**config.mk**
```make
export PLATFORM = sky130hd
export DESIGN_NAME = lfu_cache_lru_tiebreak_core
export DESIGN_NICKNAME = d
export VERILOG_FILES = /design/src/design/lfuc_pkg.sv /design/src/design/lfuc_ram.sv /design/src/design/lfu_cache_lru_tiebreak_core.sv
export SDC_FILE = /design/constraint.sdc
export NUM_CORES = 2
export LEC_CHECK = 0
export BUFFER_PORTS_ARGS = -buffer_cell sky130_fd_sc_hd__buf_2
export CORE_ASPECT_RATIO = 0.7
export CORE_MARGIN = 2
export CORE_UTILIZATION = 60
export CTS_CLUSTER_DIAMETER = 100
export CTS_CLUSTER_SIZE = 25
export DETAILED_ROUTE_END_ITERATION = 16
export GPL_ROUTABILITY_DRIVEN = 0
export PLACE_DENSITY = 0.78
export SLEW_MARGIN = 20
export SYNTH_ARGS = -nofsm -noshare
export SYNTH_HDL_FRONTEND = slang
export SYNTH_SLANG_ARGS = --single-unit
```
**constraint.sdc**
```tcl
create_clock -name i_clk -period 14.05 [get_ports i_clk]
set_clock_uncertainty 0.1 [all_clocks]
set_input_delay 0.7025 -clock i_clk [delete_from_list [all_inputs] [get_ports i_clk]]
set_output_delay 0.7025 -clock i_clk [all_outputs]
set_load 0.02 [all_outputs]
```
**src/design/lfuc_pkg.sv**
```systemverilog
// Shared types and constants for the LFU cache with LRU tie-break.
package lfuc_pkg;

    localparam int DEF_ENTRIES    = 16;
    localparam int DEF_COUNT_BITS = 16;

    localparam int CAP_W = 5;
    localparam logic [CAP_W-1:0] CAP_RESET = 5'd16;

    localparam logic REG_CAPACITY = 1'b0;

    localparam logic KIND_GET = 1'b0;
    localparam logic KIND_PUT = 1'b1;

    localparam logic signed [31:0] MISS_VALUE = -32'sd1;

    typedef struct packed {
        logic               kind;
        logic signed [31:0] key;
        logic signed [31:0] value;
    } t_in_item;

    typedef struct packed {
        logic               hit;
        logic signed [31:0] read_value;
        logic               evicted;
        logic signed [31:0] evicted_key;
    } t_out_item;

endpackage

```
**src/design/lfuc_ram.sv**
```systemverilog
// Generic single-write, single-read RAM with a registered read port.
module lfuc_ram #(
    parameter int WIDTH = 32,
    parameter int DEPTH = 16
) (
    input  logic                                  i_clk,
    input  logic                                  i_we,
    input  logic [(DEPTH > 1 ? $clog2(DEPTH) : 1)-1:0] i_waddr,
    input  logic [WIDTH-1:0]                      i_wdata,
    input  logic [(DEPTH > 1 ? $clog2(DEPTH) : 1)-1:0] i_raddr,
    output logic [WIDTH-1:0]                      o_rdata
);
    logic [WIDTH-1:0] r_mem [DEPTH];
    logic [WIDTH-1:0] r_rdata;

    always_ff @(posedge i_clk) begin
        if (i_we) begin
            r_mem[i_waddr] <= i_wdata;
        end
        r_rdata <= r_mem[i_raddr];
    end

    assign o_rdata = r_rdata;

endmodule

```
**src/design/lfu_cache_lru_tiebreak_core.sv**
```systemverilog
// LFU cache with LRU tie-break: a sequencer sweeps the entry RAM one slot per cycle.
// A get miss or a put at zero capacity takes one sweep; every other transaction takes two:
// one sweep finds the match, the victim and the free slot, a second sweep ages the ranks.
// The next transaction is taken only in the idle state after the result is loaded, so the
// block cannot take a new transaction while one is in flight; a stalled result holds it longer.
// Reset clears the valid bits and occupancy and sets the capacity to 16;
// there is no clearing pass, so the first item is taken in the cycle after reset.
module lfu_cache_lru_tiebreak_core #(
    parameter int ENTRIES    = lfuc_pkg::DEF_ENTRIES,
    parameter int COUNT_BITS = lfuc_pkg::DEF_COUNT_BITS
) (
    input  logic                i_clk,
    input  logic                i_rst_n,
    input  logic                i_in_valid,
    output logic                o_in_stall,
    input  lfuc_pkg::t_in_item  i_in_item,
    output logic                o_out_valid,
    input  logic                i_out_stall,
    output lfuc_pkg::t_out_item o_out_item,
    input  logic                psel,
    input  logic                penable,
    input  logic                pwrite,
    input  logic [2:0]          paddr,
    input  logic [31:0]         pwdata,
    output logic [31:0]         prdata,
    output logic                pready
);
    import lfuc_pkg::*;

    localparam int IDX_W  = (ENTRIES > 1) ? $clog2(ENTRIES) : 1;
    localparam int OCC_W  = $clog2(ENTRIES + 1);
    localparam int RANK_W = IDX_W;
    localparam int REC_W  = 64 + COUNT_BITS + RANK_W;

    typedef enum logic [1:0] {
        ST_IDLE,
        ST_SCAN,
        ST_UPDATE,
        ST_FINISH
    } t_state;

    t_state                  r_state;
    logic [ENTRIES-1:0]      r_valid;
    logic [OCC_W-1:0]        r_occ;
    logic [CAP_W-1:0]        r_cap;
    t_in_item                r_item;
    logic [IDX_W:0]          r_cnt;
    logic [IDX_W-1:0]        r_rd_idx;
    logic                    r_rd_live;

    logic                    r_found;
    logic [IDX_W-1:0]        r_fidx;
    logic [RANK_W-1:0]       r_frank;
    logic [31:0]             r_fdata;
    logic [COUNT_BITS-1:0]   r_fcount;

    logic                    r_vic_any;
    logic [IDX_W-1:0]        r_vidx;
    logic [RANK_W-1:0]       r_vrank;
    logic [31:0]             r_vkey;
    logic [COUNT_BITS-1:0]   r_vcount;

    logic                    r_free_any;
    logic [IDX_W-1:0]        r_free_idx;

    logic [IDX_W-1:0]        r_target;
    logic [RANK_W-1:0]       r_thr;
    logic                    r_age_all;
    logic                    r_grow;
    logic [REC_W-1:0]        r_new_rec;

    t_out_item               r_res;
    t_out_item               r_out;
    logic                    r_out_valid;

    logic                    cnt_live;
    logic                    cfg_wr;
    logic                    full;
    logic                    cap_zero;
    logic [REC_W-1:0]        ram_q;
    logic [31:0]             q_key;
    logic [31:0]             q_data;
    logic [COUNT_BITS-1:0]   q_count;
    logic [RANK_W-1:0]       q_rank;
    logic                    q_valid;
    logic [COUNT_BITS-1:0]   f_count_inc;
    logic                    ram_we;
    logic [REC_W-1:0]        ram_wdata;
    logic                    is_target;

    assign cnt_live = (32'(r_cnt) < ENTRIES);
    assign cfg_wr   = psel && penable && pwrite && pready;
    assign pready   = 1'b1;
    assign prdata   = (paddr[2] == REG_CAPACITY) ? {{(32 - CAP_W){1'b0}}, r_cap} : 32'd0;

    // Capacity above the table size behaves as the table size.
    assign full     = (32'(r_occ) >= 32'(r_cap)) || (32'(r_occ) >= ENTRIES);
    assign cap_zero = (r_cap == '0);

    assign q_key   = ram_q[REC_W-1 -: 32];
    assign q_data  = ram_q[REC_W-33 -: 32];
    assign q_count = ram_q[RANK_W +: COUNT_BITS];
    assign q_rank  = ram_q[RANK_W-1:0];
    assign q_valid = r_valid[r_rd_idx];

    assign f_count_inc = (r_fcount == {COUNT_BITS{1'b1}}) ? r_fcount
                                                          : r_fcount + 1'b1;

    // During the update sweep every valid entry ages by one if it is more recent than the
    // threshold or the put fills a free slot; victim removal plus reinsertion reduces to this.
    assign is_target = (r_rd_idx == r_target);
    assign ram_we    = (r_state == ST_UPDATE) && r_rd_live &&
                       (is_target || (q_valid && (r_age_all || (q_rank < r_thr))));
    assign ram_wdata = is_target ? r_new_rec
                                 : {q_key, q_data, q_count, q_rank + 1'b1};

    lfuc_ram #(
        .WIDTH (REC_W),
        .DEPTH (ENTRIES)
    ) u_entry_ram (
        .i_clk   (i_clk),
        .i_we    (ram_we),
        .i_waddr (r_rd_idx),
        .i_wdata (ram_wdata),
        .i_raddr (r_cnt[IDX_W-1:0]),
        .o_rdata (ram_q)
    );

    always_ff @(posedge i_clk) begin
        if (!i_rst_n) begin
            r_state     <= ST_IDLE;
            r_valid     <= '0;
            r_occ       <= '0;
            r_cap       <= CAP_RESET;
            r_out_valid <= 1'b0;
            r_rd_live   <= 1'b0;
        end else begin
            if (cfg_wr && (paddr[2] == REG_CAPACITY)) begin
                r_cap <= pwdata[CAP_W-1:0];
            end
            if (r_out_valid && !i_out_stall && (r_state != ST_FINISH)) begin
                r_out_valid <= 1'b0;
            end

            case (r_state)
                ST_IDLE: begin
                    if (i_in_valid) begin
                        r_item     <= i_in_item;
                        r_cnt      <= '0;
                        r_rd_live  <= 1'b0;
                        r_found    <= 1'b0;
                        r_vic_any  <= 1'b0;
                        r_free_any <= 1'b0;
                        r_state    <= ST_SCAN;
                    end
                end

                ST_SCAN: begin
                    if (cnt_live) begin
                        r_rd_idx <= r_cnt[IDX_W-1:0];
                        r_cnt    <= r_cnt + 1'b1;
                    end
                    r_rd_live <= cnt_live;

                    if (r_rd_live) begin
                        if (q_valid && (q_key == r_item.key) && !r_found) begin
                            r_found  <= 1'b1;
                            r_fidx   <= r_rd_idx;
                            r_frank  <= q_rank;
                            r_fdata  <= q_data;
                            r_fcount <= q_count;
                        end
                        if (q_valid && (!r_vic_any || (q_count < r_vcount) ||
                                        ((q_count == r_vcount) && (q_rank > r_vrank)))) begin
                            r_vic_any <= 1'b1;
                            r_vidx    <= r_rd_idx;
                            r_vrank   <= q_rank;
                            r_vkey    <= q_key;
                            r_vcount  <= q_count;
                        end
                        if (!q_valid && !r_free_any) begin
                            r_free_any <= 1'b1;
                            r_free_idx <= r_rd_idx;
                        end
                    end else if (!cnt_live) begin
                        r_cnt <= '0;
                        if (r_item.kind == KIND_GET) begin
                            if (r_found) begin
                                r_target  <= r_fidx;
                                r_thr     <= r_frank;
                                r_age_all <= 1'b0;
                                r_grow    <= 1'b0;
                                r_new_rec <= {r_item.key, r_fdata, f_count_inc,
                                              {RANK_W{1'b0}}};
                                r_res     <= {1'b1, r_fdata, 1'b0, 32'd0};
                                r_state   <= ST_UPDATE;
                            end else begin
                                r_res   <= {1'b0, MISS_VALUE, 1'b0, 32'd0};
                                r_state <= ST_FINISH;
                            end
                        end else if (cap_zero) begin
                            r_res   <= '0;
                            r_state <= ST_FINISH;
                        end else if (r_found) begin
                            r_target  <= r_fidx;
                            r_thr     <= r_frank;
                            r_age_all <= 1'b0;
                            r_grow    <= 1'b0;
                            r_new_rec <= {r_item.key, r_item.value, f_count_inc,
                                          {RANK_W{1'b0}}};
                            r_res     <= {1'b1, 32'd0, 1'b0, 32'd0};
                            r_state   <= ST_UPDATE;
                        end else if (full && r_vic_any) begin
                            r_target  <= r_vidx;
                            r_thr     <= r_vrank;
                            r_age_all <= 1'b0;
                            r_grow    <= 1'b0;
                            r_new_rec <= {r_item.key, r_item.value,
                                          COUNT_BITS'(1), {RANK_W{1'b0}}};
                            r_res     <= {1'b0, 32'd0, 1'b1, r_vkey};
                            r_state   <= ST_UPDATE;
                        end else begin
                            r_target  <= r_free_idx;
                            r_thr     <= '0;
                            r_age_all <= 1'b1;
                            r_grow    <= 1'b1;
                            r_new_rec <= {r_item.key, r_item.value,
                                          COUNT_BITS'(1), {RANK_W{1'b0}}};
                            r_res     <= '0;
                            r_state   <= ST_UPDATE;
                        end
                    end
                end

                ST_UPDATE: begin
                    if (cnt_live) begin
                        r_rd_idx <= r_cnt[IDX_W-1:0];
                        r_cnt    <= r_cnt + 1'b1;
                    end
                    r_rd_live <= cnt_live;

                    if (!cnt_live && !r_rd_live) begin
                        r_valid[r_target] <= 1'b1;
                        if (r_grow) begin
                            r_occ <= r_occ + 1'b1;
                        end
                        r_state <= ST_FINISH;
                    end
                end

                ST_FINISH: begin
                    if (!r_out_valid || !i_out_stall) begin
                        r_out       <= r_res;
                        r_out_valid <= 1'b1;
                        r_state     <= ST_IDLE;
                    end
                end

                default: begin
                    r_state <= ST_IDLE;
                end
            endcase
        end
    end

    assign o_in_stall  = (r_state != ST_IDLE);
    assign o_out_valid = r_out_valid;
    assign o_out_item  = r_out;

endmodule
```
==> Flow_metrics.wiki <==
{| class="wikitable"
! Metric !! Value
|-
| Outcome || finished, final reports clean
|-
| Cell with the largest stage delay on the worst path || buf_4
|-
| Share of final-layout standard cells stronger than drive strength 1 || 0.254
|-
| Clk_lat worst skew || 0.72 ns
|-
| Largest family of logic cells by synthesized area || multiplexers
|-
| Worst slew pin tran || 1.15 ns
|-
| Area growth from synthesis to layout || 7.34%
|-
| Number of hold buffers added after cts || 0
|-
| Post-CTS sizing || 0
|-
| Depth of the worst register-to-register path || 6
|-
| Share of the yosys chip area belonging to registers || 0.788
|-
| Starting Density || 0.606
|-
| Via-to-Cell Ratio || 6.55
|-
| Crit path arrival time || 5.56 ns
|-
| Endpoints failing hold || 0
|-
| Reported max-cap violation count || 0
|-
| Area taken by flip-flops and latches || 55100 um^2
|-
| Maximum fanout count along the critical path || 48
|-
| Peak Freq || 197 MHz
|-
| CTS max path bufs || 3
|-
| CP delay by family, top || buffers and inverters
|-
| Number of fillers in the final layout || 7221
|-
| Final net count || 3444
|-
| Std-Cell Rows || 104
|-
| Compound-cell area share of the yosys netlist || 0.0116
|-
| Root buffer cell || clkbuf_16
|-
| Yosys top cell area share || 0.755
|-
| Final antenna diode count || 0
|-
| Critical Path Source Type || flop
|-
| Number of pins exceeding their max-slew limit in the final report || 0
|-
| WL per Instance || 29.8 um
|-
| Number of warnings issued by yosys || 0
|-
| GRT Overall Usage || 0.246
|-
| Cell count along the critical path || 6
|-
| Number of buffers added on ports || 150
|-
| Most used flip-flop cell after synthesis || edfxtp_1
|-
| Wire length of the first global-routing pass || 212 mm
|-
| Routed WL || 146 mm
|-
| Antenna violations before repair || 2
|-
| Detailed-router iteration count before antenna repair || 6
|-
| Number of failing setup endpoints in the final timing report || 0
|-
| Placed wire-length estimate after detailed placement || 78.0 mm
|-
| Critical Path Most Common Cell || buf_4
|-
| Leakage component of the power || 23.6 nW
|-
| TritonCTS clock tree || yes
|-
| Count of cell types in the netlist || 54
|-
| Synth Register Bits || 1872
|-
| Largest area contributor in the netlist || edfxtp_1
|-
| Kind of capture point of the worst setup path || flop
|-
| Power density over cell area || 165 nW/um^2
|-
| Die Span Y || 290 um
|-
| Async set-reset flop share out of synthesis || 0
|-
| IR Drop Worst-Case VDD || 111 uV
|-
| Overflow after GRT || 0
|-
| Highest cell delay on the worst timing path || 0.88 ns
|-
| Area enclosed by the die boundary || 119000 um^2
|-
| Most frequent cells in the layout || 1758 x edfxtp_1, 424 x mux4_2, 150 x buf_2
|-
| Via count of the first global-routing pass || 32100
|-
| Proportion of synthesized area in mux cells || 0.151
|-
| Remaining DRCs || 0
|-
| Setup bufs post-CTS || 0
|-
| Setup repair after global routing missed its margin || no
|-
| Number of enable-type register cells in the synthesized netlist || 1758
|-
| TritonCTS Buffers || 84
|-
| Hold path depth || 1
|-
| Sum of negative setup slack || 0 ns
|-
| Worst hold path class || primary input to flop
|-
| Cell count after synthesis || 3126
|-
| I/O pin total || 208
|-
| Slew margin rel. || 0.224
|-
| Via total after detailed routing || 32100
|-
| H-tree Lvls || 3
|-
| Worst endpoint required time || 14.54 ns
|-
| Core Area || 115000 um^2
|-
| Antenna violation net count after detailed routing || 0
|-
| Commonest non-fill, non-tap cell in the layout || edfxtp_1
|-
| Post-layout min period || 5.07 ns
|-
| Critical path buffers and inverters || 4
|-
| CTS clk-pin slew, worst paths || 0.10 ns
|-
| Post-Syn Area per Cell || 22.4 um^2
|-
| Drt initial violations || 4110
|-
| Post-route fraction of the period consumed by the critical path || 0.361
|-
| Post-synthesis adder-cell area fraction || 0.00680
|-
| Chain of cells forming the critical path || buf_4, buf_4, buf_4, buf_4, mux4_2, mux4_2
|-
| Area occupied by multi-input gates || 14000 um^2
|-
| Biggest area contributors in the synthesized netlist || edfxtp_1 76%, mux4_2 14%, dfxtp_1 3.3%
|-
| Post-synthesis instance area || 69900 um^2
|-
| Type of the setup path with the least slack || flop to flop
|-
| Simple-gate share of the synthesized area || 0.0200
|-
| Pin count of the biggest net entering global routing || 153
|-
| Final design utilization || 0.651
|-
| DIE WIDTH || 412 um
|-
| Sink Count || 1872
|-
| Fraction of synthesized cell area in xor and xnor cells || 0.00677
|}
[through the flow]
step	cell area, um^2	setup WS (ns)	std cells	hold slack [ns]	power (W)
final	75000	8.98	4899	0.0552	0.0124
after global routing	75000	8.48	4899	0.0154	0.0128
after CTS	75000	8.80	4899	0.00357	0.0125
after detailed placement	72600	8.81	4750	0.305	0.00976
after global placement	72600	8.95	4750	0.301	0.00959
after floorplan	70000	3.23	3152	0.300	0.00906
[logic make-up after synthesis]
family | count (synthesis)
AO/OA/AOI/OAI | 137
XOR/XNOR | 54
adder cells (fa/ha/maj) | 38
buffers and inverters | 240
flip-flops | 1872
multiplexers | 515
other | 2
AND/OR/NAND/NOR | 268
[path summary, 6_finish.rpt]
path	startpoint	to	slack (ns)
worst max-delay path	r_cnt[0]	u_entry_ram.o_rdata[48]	8.98
worst min-delay path	i_in_item[50]	r_item[50]	0.06
worst max register to register	r_cnt[0]	u_entry_ram.o_rdata[48]	8.98
worst min register to register	r_res[8]	o_out_item[8]	0.32
[per-layer routing]
metal / GRT usage / part of all wire / routed length (um)
met1: 0.364 / 0.41 / 59100
met4: 0.0473 / 0.018 / 2620
met2: 0.401 / 0.49 / 72000
met5: 0 / 0 / 0
met3: 0.0379 / 0.084 / 12200
[worst reg2reg max path, delay by kind of cell (launching register included)]
family / cells / cell delay, ns
flip-flops: 1 / 0.43
buffers and inverters: 4 / 3.29
multiplexers: 2 / 1.15
[area by class of cell]
type,count,area share
inverter,70,0.00352
clock buffer,143,0.0313
timing repair buffer,231,0.0183
multi-input combinational,1040,0.186
sequential,1872,0.734
clock inverter,6,0.000851
tap,1537,0.0256
[cell usage after synthesis (all sizes together), types with 17 or more instances]
master	instances
a21oi	51
and2	40
buf	82
clkbuf	88
dfxtp	114
edfxtp	1758
ha	38
inv	70
mux2	79
mux4	425
nand2	63
nand3	23
nor2	47
nor2b	17
o21a	17
o21ai	46
xor2	38
[report_power, final]
part / internal (W) / leakage [nW] / switching [W]
Combinational: 0.000986 / 5.66 / 0.00143
Sequential: 0.00704 / 16.8 / 0.000184
Clock: 0.00116 / 1.15 / 0.00161
[flip-flops by register name (all words and copies together) (netlist names), 5 cells and up]
name and flops:
r_valid 16, o_out_item 66, u_entry_ram.o_rdata 84, r_occ 5, r_item 65, u_entry_ram.r_mem 1344
r_cap 5, r_fdata 32, r_vkey 32, r_res 66, r_cnt 5, r_fcount 16
r_new_rec 80, r_vcount 16
No activity file was read; power rests on OpenSTA's default activity.
